### config.mk
export PLATFORM = sky130hd
export DESIGN_NAME = plfgt_lane
export DESIGN_NICKNAME = d
export VERILOG_FILES = /design/src/design/plfgt_pkg.sv /design/src/design/plfgt_lane.sv
export SDC_FILE = /design/constraint.sdc
export NUM_CORES = 2
export LEC_CHECK = 0
export BUFFER_PORTS_ARGS = -buffer_cell sky130_fd_sc_hd__buf_2
export CORE_AREA = 2 2 562 564
export CTS_CLUSTER_SIZE = 24
export DETAILED_ROUTE_END_ITERATION = 8
export DIE_AREA = 0 0 564 566
export GPL_ROUTABILITY_DRIVEN = 0
export PLACE_DENSITY = 0.38
export SLEW_MARGIN = 10
export SYNTH_ARGS = -nofsm -noshare
export SYNTH_HDL_FRONTEND = slang
export SYNTH_SLANG_ARGS = --single-unit
### constraint.sdc
create_clock -name clk -period 1.1 [get_ports clk]
set_clock_uncertainty 0.15 [all_clocks]
set_input_delay 0.11 -clock clk [delete_from_list [all_inputs] [get_ports clk]]
set_output_delay 0.11 -clock clk [all_outputs]
set_load 0.02 [all_outputs]
### src/design/plfgt_pkg.sv
package plfgt_pkg;

    // tree and list dimensions
    localparam int unsigned LIST_SIZE   = 4;
    localparam int unsigned CODE_LENGTH = 16;
    localparam int unsigned TREE_LEVELS = 4;
    localparam int unsigned COST_WIDTH  = 8;
    localparam int unsigned CHAN_WIDTH  = 6;

    // derived sizes
    localparam int unsigned NODES      = CODE_LENGTH - 1;
    localparam int unsigned LEAF_NODES = CODE_LENGTH / 2;
    localparam int unsigned LEAF_BASE  = LEAF_NODES - 1;
    localparam int unsigned PTR_BITS   = 2;
    localparam int unsigned PTR_LANE_W = PTR_BITS * (TREE_LEVELS - 1);
    localparam int unsigned LIST_W     = $clog2(LIST_SIZE);
    localparam int unsigned CIDX_W     = $clog2(CODE_LENGTH);

    // request field widths
    localparam int unsigned PTR_FIELD_W  = 24;
    localparam int unsigned PART_FIELD_W = 60;

    // request kinds
    localparam logic KIND_LOAD   = 1'b0;
    localparam logic KIND_UPDATE = 1'b1;

    typedef logic [COST_WIDTH-1:0]   cost_t;
    typedef logic [COST_WIDTH:0]     sum_t;
    typedef logic [CHAN_WIDTH-1:0]   chan_t;
    typedef cost_t [NODES-1:0]       node_vec_t;
    typedef node_vec_t [LIST_SIZE-1:0] list_vec_t;
    typedef chan_t [CODE_LENGTH-1:0] chan_vec_t;
    typedef cost_t [LIST_SIZE-1:0]   root_vec_t;

    typedef struct packed {
        cost_t c0;
        cost_t c1;
    } pe_res_t;

    // output sequencer status towards the request side
    typedef struct packed {
        logic busy;
        logic take_last;
    } merge_stat_t;

    // one processing element: f is min-sum, g is partial-sum combine
    function automatic pe_res_t pe_compute(cost_t a0, cost_t a1, cost_t b0, cost_t b1,
                                           logic g_mode, logic pbit);
        sum_t    s00;
        sum_t    s11;
        sum_t    s01;
        sum_t    s10;
        pe_res_t r;
        s00 = sum_t'(a0) + sum_t'(b0);
        s11 = sum_t'(a1) + sum_t'(b1);
        s01 = sum_t'(a0) + sum_t'(b1);
        s10 = sum_t'(a1) + sum_t'(b0);
        if (!g_mode)
        begin
            r.c0 = cost_t'((s00 > s11) ? s11 : s00);
            r.c1 = cost_t'((s01 > s10) ? s10 : s01);
        end
        else if (!pbit)
        begin
            r.c0 = cost_t'(s00);
            r.c1 = cost_t'(s11);
        end
        else
        begin
            r.c0 = cost_t'(s10);
            r.c1 = cost_t'(s01);
        end
        return r;
    endfunction

endpackage

### src/design/plfgt_lane.sv
module plfgt_lane
    import plfgt_pkg::*;
#(
    parameter int unsigned LANE = 0
)
(
    input  logic                   clk,
    input  logic                   rst_n,
    input  logic                   update,
    input  logic [TREE_LEVELS-1:0] level_enable,
    input  logic [TREE_LEVELS-1:0] level_mode,
    input  logic [PTR_LANE_W-1:0]  ptrs,
    input  logic [NODES-1:0]       parts,
    input  list_vec_t              all_cost0,
    input  list_vec_t              all_cost1,
    input  chan_vec_t              chan0,
    input  chan_vec_t              chan1,
    output node_vec_t              cost0,
    output node_vec_t              cost1
);

    pe_res_t   res [NODES];
    logic      en  [NODES];
    node_vec_t cost0_reg;
    node_vec_t cost1_reg;
    node_vec_t cost0_next;
    node_vec_t cost1_next;

    // one processing element per node, all reading the values held before the update
    for (genvar n = 0; n < NODES; n++)
    begin : g_node
        localparam int unsigned LVL = $clog2(n + 2) - 1;
        if (n >= LEAF_BASE)
        begin : g_leaf
            localparam int unsigned W = n - LEAF_BASE;
            assign en[n]  = update & level_enable[TREE_LEVELS-1];
            assign res[n] = pe_compute(cost_t'(chan0[2*W]), cost_t'(chan1[2*W]),
                                       cost_t'(chan0[2*W+1]), cost_t'(chan1[2*W+1]),
                                       level_mode[TREE_LEVELS-1], parts[n]);
        end
        else
        begin : g_inner
            logic [LIST_W-1:0] src;
            // g nodes read the children of the list that the path pointer names
            assign src = level_mode[LVL]
                       ? LIST_W'(ptrs[PTR_BITS*LVL +: PTR_BITS] % LIST_SIZE)
                       : LIST_W'(LANE);
            assign en[n]  = update & level_enable[LVL];
            assign res[n] = pe_compute(all_cost0[src][2*n+1], all_cost1[src][2*n+1],
                                       all_cost0[src][2*n+2], all_cost1[src][2*n+2],
                                       level_mode[LVL], parts[n]);
        end
    end

    // enabled nodes take the new pair
    always_comb
    begin
        cost0_next = cost0_reg;
        cost1_next = cost1_reg;
        for (int n = 0; n < NODES; n++)
        begin
            if (en[n])
            begin
                cost0_next[n] = res[n].c0;
                cost1_next[n] = res[n].c1;
            end
        end
    end

    // node cost store
    always_ff @(posedge clk or negedge rst_n)
    begin
        if (!rst_n)
        begin
            cost0_reg <= '0;
            cost1_reg <= '0;
        end
        else
        begin
            cost0_reg <= cost0_next;
            cost1_reg <= cost1_next;
        end
    end

    assign cost0 = cost0_reg;
    assign cost1 = cost1_reg;

endmodule

; Word level (Yosys, flattened, before mapping)
; Cells that the tools add are included.
[word_totals]
ff_bits = 240
latch_bits = 0
ramBits = 0
rom_bits = 0
output_inout_bits = 240
wordCells = 202
memories = 0
[op_classes]
addsub = 60
mul = 0
div_mod_pow = 0
order_cmp = 33
n_eq_ne = 0
shift = 0
muxes = 75
n_bitwise = 4
reduce_logical = 0
[op_table]
columns = cell, count
row1 = $bmux W120 S2, 6
row2 = $add A8 B8 Y9, 28
row3 = $mux W120, 2
row4 = $mux W15, 16
row5 = $add A6 B6 Y7, 32
row6 = $mux W16, 14
row7 = $gt A9 B9 Y1, 14
row8 = $gt A7 B7 Y1, 16
row9 = $mux W56, 2
row10 = $mux W7, 16
row11 = $mux W8, 14
row12 = $mux W24, 2
row13 = $lt A2 B3 Y1 const B, 3
row14 = $mux W2, 3
row15 = $and A1 B1 Y1, 4

; Depth between registers and ports, before layout
[depth]
depth_word = 7
depth_mapped = 29

; Worst setup path before layout
; Ideal clock, no wire load.
[synth_timing]
path_kind = input port to flip-flop
startpoint = input ptrs[4]
endpoint = register cost0_reg (netlist bit cost0[49])
setup_ns = 0.133
arrival_ns = 4.946
path_slack_ns = -4.129
path_stages = 26
path_buffers = 8
path_cell_list = buf_6 > buf_6 > buf_6 > buf_4 > clkbuf_1 > clkbuf_1 > buf_1 > a211oi_1 > a31oi_1 > ha_1 > a21o_1 > a21oi_1 > nor2b_1 > o21a_1 > o41ai_1 > xnor2_1 > ha_1 > a21o_1 > a21oi_1 > nand2_1 > o31ai_1 > a31oi_1 > clkbuf_1 > mux2_2 > o21ai_0 > o21ai_0
[synth_via]
elab_chain_len = 7
[synth_lines]
columns = element, line
row1 = start: declaration, plfgt_lane.sv:12  ; input logic [PTR_LANE_W-1:0] ptrs,
row2 = $mux W2 (*), plfgt_lane.sv:46  ; ? LIST_W'(ptrs[PTR_BITS*LVL +: PTR_BITS] % LIST_SIZE)
row3 = $bmux W120 S2, "plfgt_lane.sv:49, plfgt_lane.sv:50"
row4 = $mux W120 (implied by the code), plfgt_lane.sv:50  ; all_cost0[src][2*n+2], all_cost1[src][2*n+2],
row5 = "$add A8 B8 Y9, on equally long branches", "plfgt_pkg.sv:54, plfgt_pkg.sv:55"
row6 = $gt A9 B9 Y1, plfgt_pkg.sv:60  ; r.c0 = cost_t'((s00 > s11) ? s11 : s00);
row7 = $mux W8, plfgt_pkg.sv:60
row8 = $mux W16 (*), plfgt_pkg.sv:58  ; if (!g_mode)
row9 = end signal: assignment, plfgt_lane.sv:80  ; cost0_reg <= cost0_next;
row10 = end: declaration, plfgt_lane.sv:24  ; node_vec_t cost0_reg;
; Every way passes the cells marked *; elsewhere a longest branch is shown, timed or not. The select of a mux whose other input is x is not followed.
; A chain may end at the register's enable or synchronous reset.

; Worst setup path after layout
[layout_timing]
startpoint = input ptrs[5]
endpoint = register cost1_reg (netlist bit cost1[32])
[layout_via]
elab_chain_len = 7
[layout_lines]
columns = element, line
row1 = $mux W2 (*), plfgt_lane.sv:46
row2 = $bmux W120 S2, "plfgt_lane.sv:49, plfgt_lane.sv:50"
row3 = $mux W120, --
row4 = "$add A8 B8 Y9, on equally long branches", "plfgt_pkg.sv:56, plfgt_pkg.sv:57"
row5 = $gt A9 B9 Y1, plfgt_pkg.sv:61  ; r.c1 = cost_t'((s01 > s10) ? s10 : s01);
row6 = $mux W8, plfgt_pkg.sv:61
row7 = $mux W16 (*), plfgt_pkg.sv:58
row8 = end signal: assignment, plfgt_lane.sv:81  ; cost1_reg <= cost1_next;
row9 = end: declaration, plfgt_lane.sv:25  ; node_vec_t cost1_reg;
; Marks and branches as above.

==> flow_summary.html <==
<table>
<tr><th>Metric</th><th>Value</th></tr>
<tr><th colspan="2">Run status</th></tr>
<tr><td>Run status</td><td>finished with violations</td></tr>
<tr><td>Violations in the final reports</td><td>hold timing, setup timing</td></tr>
<tr><th colspan="2">Worst setup path</th></tr>
<tr><td>Data required time of the worst path</td><td>~1500 ps</td></tr>
<tr><td>Largest delay share family, worst path</td><td>simple AND/OR/NAND/NOR gates</td></tr>
<tr><td>CP bufs+invs</td><td>6</td></tr>
<tr><td>Chain of cells forming the critical path</td><td>buf_8 -&gt; bufbuf_16 -&gt; buf_8 -&gt; mux2i_1 -&gt; a221o_1 -&gt; inv_1 -&gt; ha_1 -&gt; and2_1 -&gt; or2_2 -&gt; or4_1 -&gt; o211ai_2 -&gt; inv_2 -&gt; ha_1 -&gt; nand2_1 -&gt; nor3_2 -&gt; nor2_1 -&gt; o31ai_2 -&gt; nand2_1 -&gt; buf_6 -&gt; mux2_2 -&gt; o21ai_1 -&gt; o21ai_1</td></tr>
<tr><td>Worst setup path category</td><td>in -&gt; reg</td></tr>
<tr><td>Worst path slowest cell</td><td>or4_1</td></tr>
<tr><td>Number of cell instances on the worst register-to-register path</td><td>4</td></tr>
<tr><td>Arr. time, crit path</td><td>around 4300 ps</td></tr>
<tr><td>Launching element type of the critical path</td><td>input pin</td></tr>
<tr><td>Total number of cells along the worst setup path</td><td>22</td></tr>
<tr><td>Crit end category</td><td>flip-flop</td></tr>
<tr><td>Critical Path Fanout Max</td><td>6</td></tr>
<tr><td>Peak per-stage delay on the critical path</td><td>around 500 ps</td></tr>
<tr><th colspan="2">Global routing</th></tr>
<tr><td>Initial antenna violation count</td><td>just over 100</td></tr>
<tr><td>Largest net degree at the start of global routing</td><td>63</td></tr>
<tr><td>Met2 usage in global routing</td><td>between 30% and 40%</td></tr>
<tr><td>Global routing usage summed across all routing layers</td><td>between 10% and 20%</td></tr>
<tr><td>Number of global-route vias before repair</td><td>58,800</td></tr>
<tr><td>Met3 Use GR</td><td>4.37%</td></tr>
<tr><td>Most heavily used metal layer in global routing</td><td>met2</td></tr>
<tr><td>Residual overflow from global routing</td><td>0</td></tr>
<tr><td>Wire length of the first global-routing pass</td><td>between 400,000 and 500,000 um</td></tr>
<tr><td>Met1 capacity usage during global routing</td><td>20.4%</td></tr>
<tr><th colspan="2">Pwr</th></tr>
<tr><td>Internal power consumption</td><td>70.6 mW</td></tr>
<tr><td>Sequential cell fraction of total power</td><td>about a tenth</td></tr>
<tr><td>Maximum VDD drop</td><td>0.000960 V</td></tr>
<tr><td>Switching part of the total power</td><td>44.9%</td></tr>
<tr><td>Static power due to leakage</td><td>~40 nW</td></tr>
<tr><td>Post-layout power</td><td>128 mW</td></tr>
<tr><td>Comb pwr share</td><td>between 70% and 80%</td></tr>
<tr><td>Switching power</td><td>57.6 mW</td></tr>
<tr><td>Total power per unit cell area</td><td>~1500 nW/um2</td></tr>
<tr><td>Clock power frac</td><td>10.7%</td></tr>
<tr><th colspan="2">Yosys</th></tr>
<tr><td>Synthesized area divided by synthesized cell count</td><td>roughly 7.6 um2</td></tr>
<tr><td>Cell accounting for the most synthesized area</td><td>ha_1</td></tr>
<tr><td>Post-synth design cell area</td><td>43,300 um2</td></tr>
<tr><td>Cells after Synth</td><td>~5,700</td></tr>
<tr><td>Async set-or-reset flop fraction in the synthesized netlist</td><td>100%</td></tr>
<tr><td>Synth cell types</td><td>114</td></tr>
<tr><td>Number of enable-type register cells in the synthesized netlist</td><td>0</td></tr>
<tr><td>Top cells by area, synth</td><td>ha_1 19%, dfrtp_1 13%, nand2_1 6.6%</td></tr>
<tr><td>Sequential area share after synthesis</td><td>between 10% and 20%</td></tr>
<tr><td>Total of flip-flops plus latches after synthesis</td><td>224</td></tr>
<tr><td>Yosys warnings</td><td>0</td></tr>
<tr><td>Top_reg_cell synth</td><td>dfrtp_1</td></tr>
<tr><td>Area share of the leading cell type in the synthesized netlist</td><td>18.7%</td></tr>
<tr><th colspan="2">Layout</th></tr>
<tr><td>Multi-input combinational cell area</td><td>42,000 um2</td></tr>
<tr><td>Share of final-layout standard cells stronger than drive strength 1</td><td>a little over half</td></tr>
<tr><td>Leading cell type in the layout, fill and taps excluded</td><td>buf_4</td></tr>
<tr><td>Layout overhead on the synthesized area</td><td>93.6%</td></tr>
<tr><td>Layout Cells excl Fill</td><td>13,400</td></tr>
<tr><td>Top library cells by usage in the layout, fill and taps aside</td><td>1,999 x buf_4, 1,151 x buf_2, 729 x nand2_1</td></tr>
<tr><td>Final layout net count</td><td>around 11,000</td></tr>
<tr><td>Area taken by flip-flops and latches</td><td>5650 um2</td></tr>
<tr><td>Count of filler cells inserted in the layout</td><td>34,100</td></tr>
<tr><th colspan="2">Worst hold path</th></tr>
<tr><td>HP Class</td><td>in -&gt; reg</td></tr>
<tr><td>Number of stages on the worst hold path</td><td>4</td></tr>
<tr><th colspan="2">Route</th></tr>
<tr><td>Number of iterations in the first detailed-routing pass</td><td>6</td></tr>
<tr><td>Total routed wirelength</td><td>around 310,000 um</td></tr>
<tr><td>Routed via count</td><td>a little under 60,000</td></tr>
<tr><td>DR DRC count</td><td>0</td></tr>
<tr><td>Number of DRC violations after detailed-routing iteration 0</td><td>roughly 3,100</td></tr>
<tr><td>Via-to-Cell Ratio</td><td>approximately 4.4</td></tr>
<tr><td>Routed Antenna Nets</td><td>0</td></tr>
<tr><td>WL per Instance</td><td>23.5 um</td></tr>
<tr><th colspan="2">Place</th></tr>
<tr><td>Buffers added on ports</td><td>between 1,000 and 1,500</td></tr>
<tr><td>HPWL after detailed placement</td><td>between 200,000 and 300,000 um</td></tr>
<tr><td>Count of placed standard cells including taps</td><td>between 10,000 and 15,000</td></tr>
<tr><th colspan="2">Timing</th></tr>
<tr><td>Worst slack on hold paths</td><td>-106 ps</td></tr>
<tr><td>Slew at the pin closest to its max-slew limit</td><td>761 ps</td></tr>
<tr><td>Clock period minus final worst setup slack</td><td>3900 ps</td></tr>
<tr><td>Endpoints failing hold</td><td>63</td></tr>
<tr><td>Total setup violations reported at the end of the flow</td><td>448</td></tr>
<tr><td>Unrepaired setup endpoints after global routing</td><td>yes</td></tr>
<tr><td>Period utilization</td><td>355%</td></tr>
<tr><td>Final worst-path setup slack</td><td>-2800 ps</td></tr>
<tr><td>Worst slew margin relative to its limit</td><td>49.1%</td></tr>
<tr><td>Final max-slew violation count</td><td>0</td></tr>
<tr><td>Highest achievable clock rate</td><td>about 260 MHz</td></tr>
<tr><th colspan="2">CTS</th></tr>
<tr><td>CTS tree</td><td>yes</td></tr>
<tr><td>Clock latency of the later-clocked register in the worst-skew pair</td><td>around 650 ps</td></tr>
<tr><td>H-tree depth</td><td>2</td></tr>
<tr><td>Clock buffers created by TritonCTS</td><td>39</td></tr>
<tr><td>Sink Count</td><td>approximately 220</td></tr>
<tr><td>Cell chosen for the clock root</td><td>clkbuf_16</td></tr>
<tr><td>CTS max path bufs</td><td>3</td></tr>
<tr><td>CTS clk-pin slew, worst paths</td><td>70 ps</td></tr>
<tr><th colspan="2">Floorplanning</th></tr>
<tr><td>Core region area</td><td>around 310,000 um2</td></tr>
<tr><td>Area of the die</td><td>319,000 um2</td></tr>
<tr><td>Number of top-level pins</td><td>~1,400</td></tr>
<tr><td>Chip height</td><td>roughly 570 um</td></tr>
<tr><td>Die Wd</td><td>564 um</td></tr>
<tr><td>Standard-cell rows</td><td>roughly 200</td></tr>
<tr><td>Initial core utilization</td><td>13.8%</td></tr>
<tr><th colspan="2">Job</th></tr>
<tr><td>Count of maximum capacitance violations</td><td>0</td></tr>
</table>
[layer usage]
metal / part of all wire (%) / routed length, um / up-vias
met5: 0.14 / 432 / -
li1: - / - / 27600
met2: 48 / 150000 / 1946
met1: 39 / 121000 / 28100
met3: 6.4 / 20100 / 626
met4: 6.8 / 21500 / 68
[worst register-to-register path: stages (launching register included)]
cell,delay (ps)
dfrtp_1,390
buf_4,130
a22oi_1,140
o21ai_1,80
a311o_1,310
[final timing paths]
| path | slack, ps | to | from |
|---|---|---|---|
| min in group asynchronous | -60 | cost0[101] | rst_n |
| worst max register to register | -230 | cost0[31] | cost0[31] |
| max in group asynchronous | 210 | cost1[25] | rst_n |
| worst max-delay path | -2800 | cost1[32] | ptrs[5] |
| worst min register to register | 330 | cost1[43] | cost1[43] |
| worst min-delay path | -110 | cost1[18] | level_enable[1] |
[per-stage QoR]
stage	util [%]	cell area, um2	TNS (ps)	setup WS [ps]	hold WS, ps
4_1_cts	24.2	75800	-639740	-2700	-169
3_3_place_gp	22.7	71100	-655860	-4160	-179
5_1_grt	26.7	83700	-564580	-2930	-167
2_1_floorplan	-	45200	-527250	-3380	-336
3_5_place_dp	22.7	71100	-662820	-4170	-177
6_report	26.7	83800	-527110	-2800	-106
[synth_stat cells, drive strengths merged (10+ instances only)]
cell and instances:
a211oi 216, a21o 123, and2 107, o21ai 430, a22oi 16, nor2 233, o221ai 17, mux2 91
or3 15, a311oi 10, a2111oi 15, o22a 13, or2 26, ha 647, and3 24, o32ai 13
nand3 66, buf 86, nor3 52, nand2 767, a221o 11, o21bai 95, o31ai 28, xor2 86
nand4 35, o31a 12, o21a 76, o211ai 80, nor2b 177, fa 46, xnor2 209, o211a 12
clkbuf 235, nand2b 70, a31oi 195, mux2i 191, inv 353, dfrtp 224, a21oi 431, o22ai 43
[logic make-up after synthesis]
| kind of cell | after synthesis | synth area share, % |
|---|---|---|
| xor+xnor | 295 | 6.02 |
| mux | 282 | 6.82 |
| simple gates | 1610 | 17.5 |
| compound gates | 1939 | 29.4 |
| flops | 224 | 13.0 |
| buf+inv | 677 | 6.39 |
| other cells | 1 | 0.00867 |
| fa+ha+maj | 697 | 20.9 |
[power groups by stage]
stage	Combinational, mW	Clock (mW)	Sequential, mW
6_report	101	13.7	13.7
5_1_grt	108	14.7	14.0
4_1_cts	87.9	14.5	13.5
3_5_place_dp	82.8	0	13.5
3_3_place_gp	82.4	0	13.5
2_1_floorplan	37.8	0	15.5
[layout make-up]
class	instances	share of cell area, %
Multi-Input combinational cell	4839	50.2
Timing Repair Buffer	3668	33.5
Sequential cell	224	6.74
Tap cell	4160	6.21
Inverter	356	1.60
Clock buffer	47	1.24
Clock inverter	22	0.388
Antenna cell	48	0.143
[timing repair]
| item | in CTS | in global routing |
|---|---|---|
| pin swaps | 128 | 623 |
| resized for setup | 402 | 1419 |
| endpoints found under the hold margin | 438 | 65 |
| hold buffers | 34 | 15 |
| setup buffers | 94 | 246 |
| gates cloned | 8 | 11 |
| endpoints found under the setup margin | 448 | 577 |
Note: power is estimated with default switching activity, not from simulation.
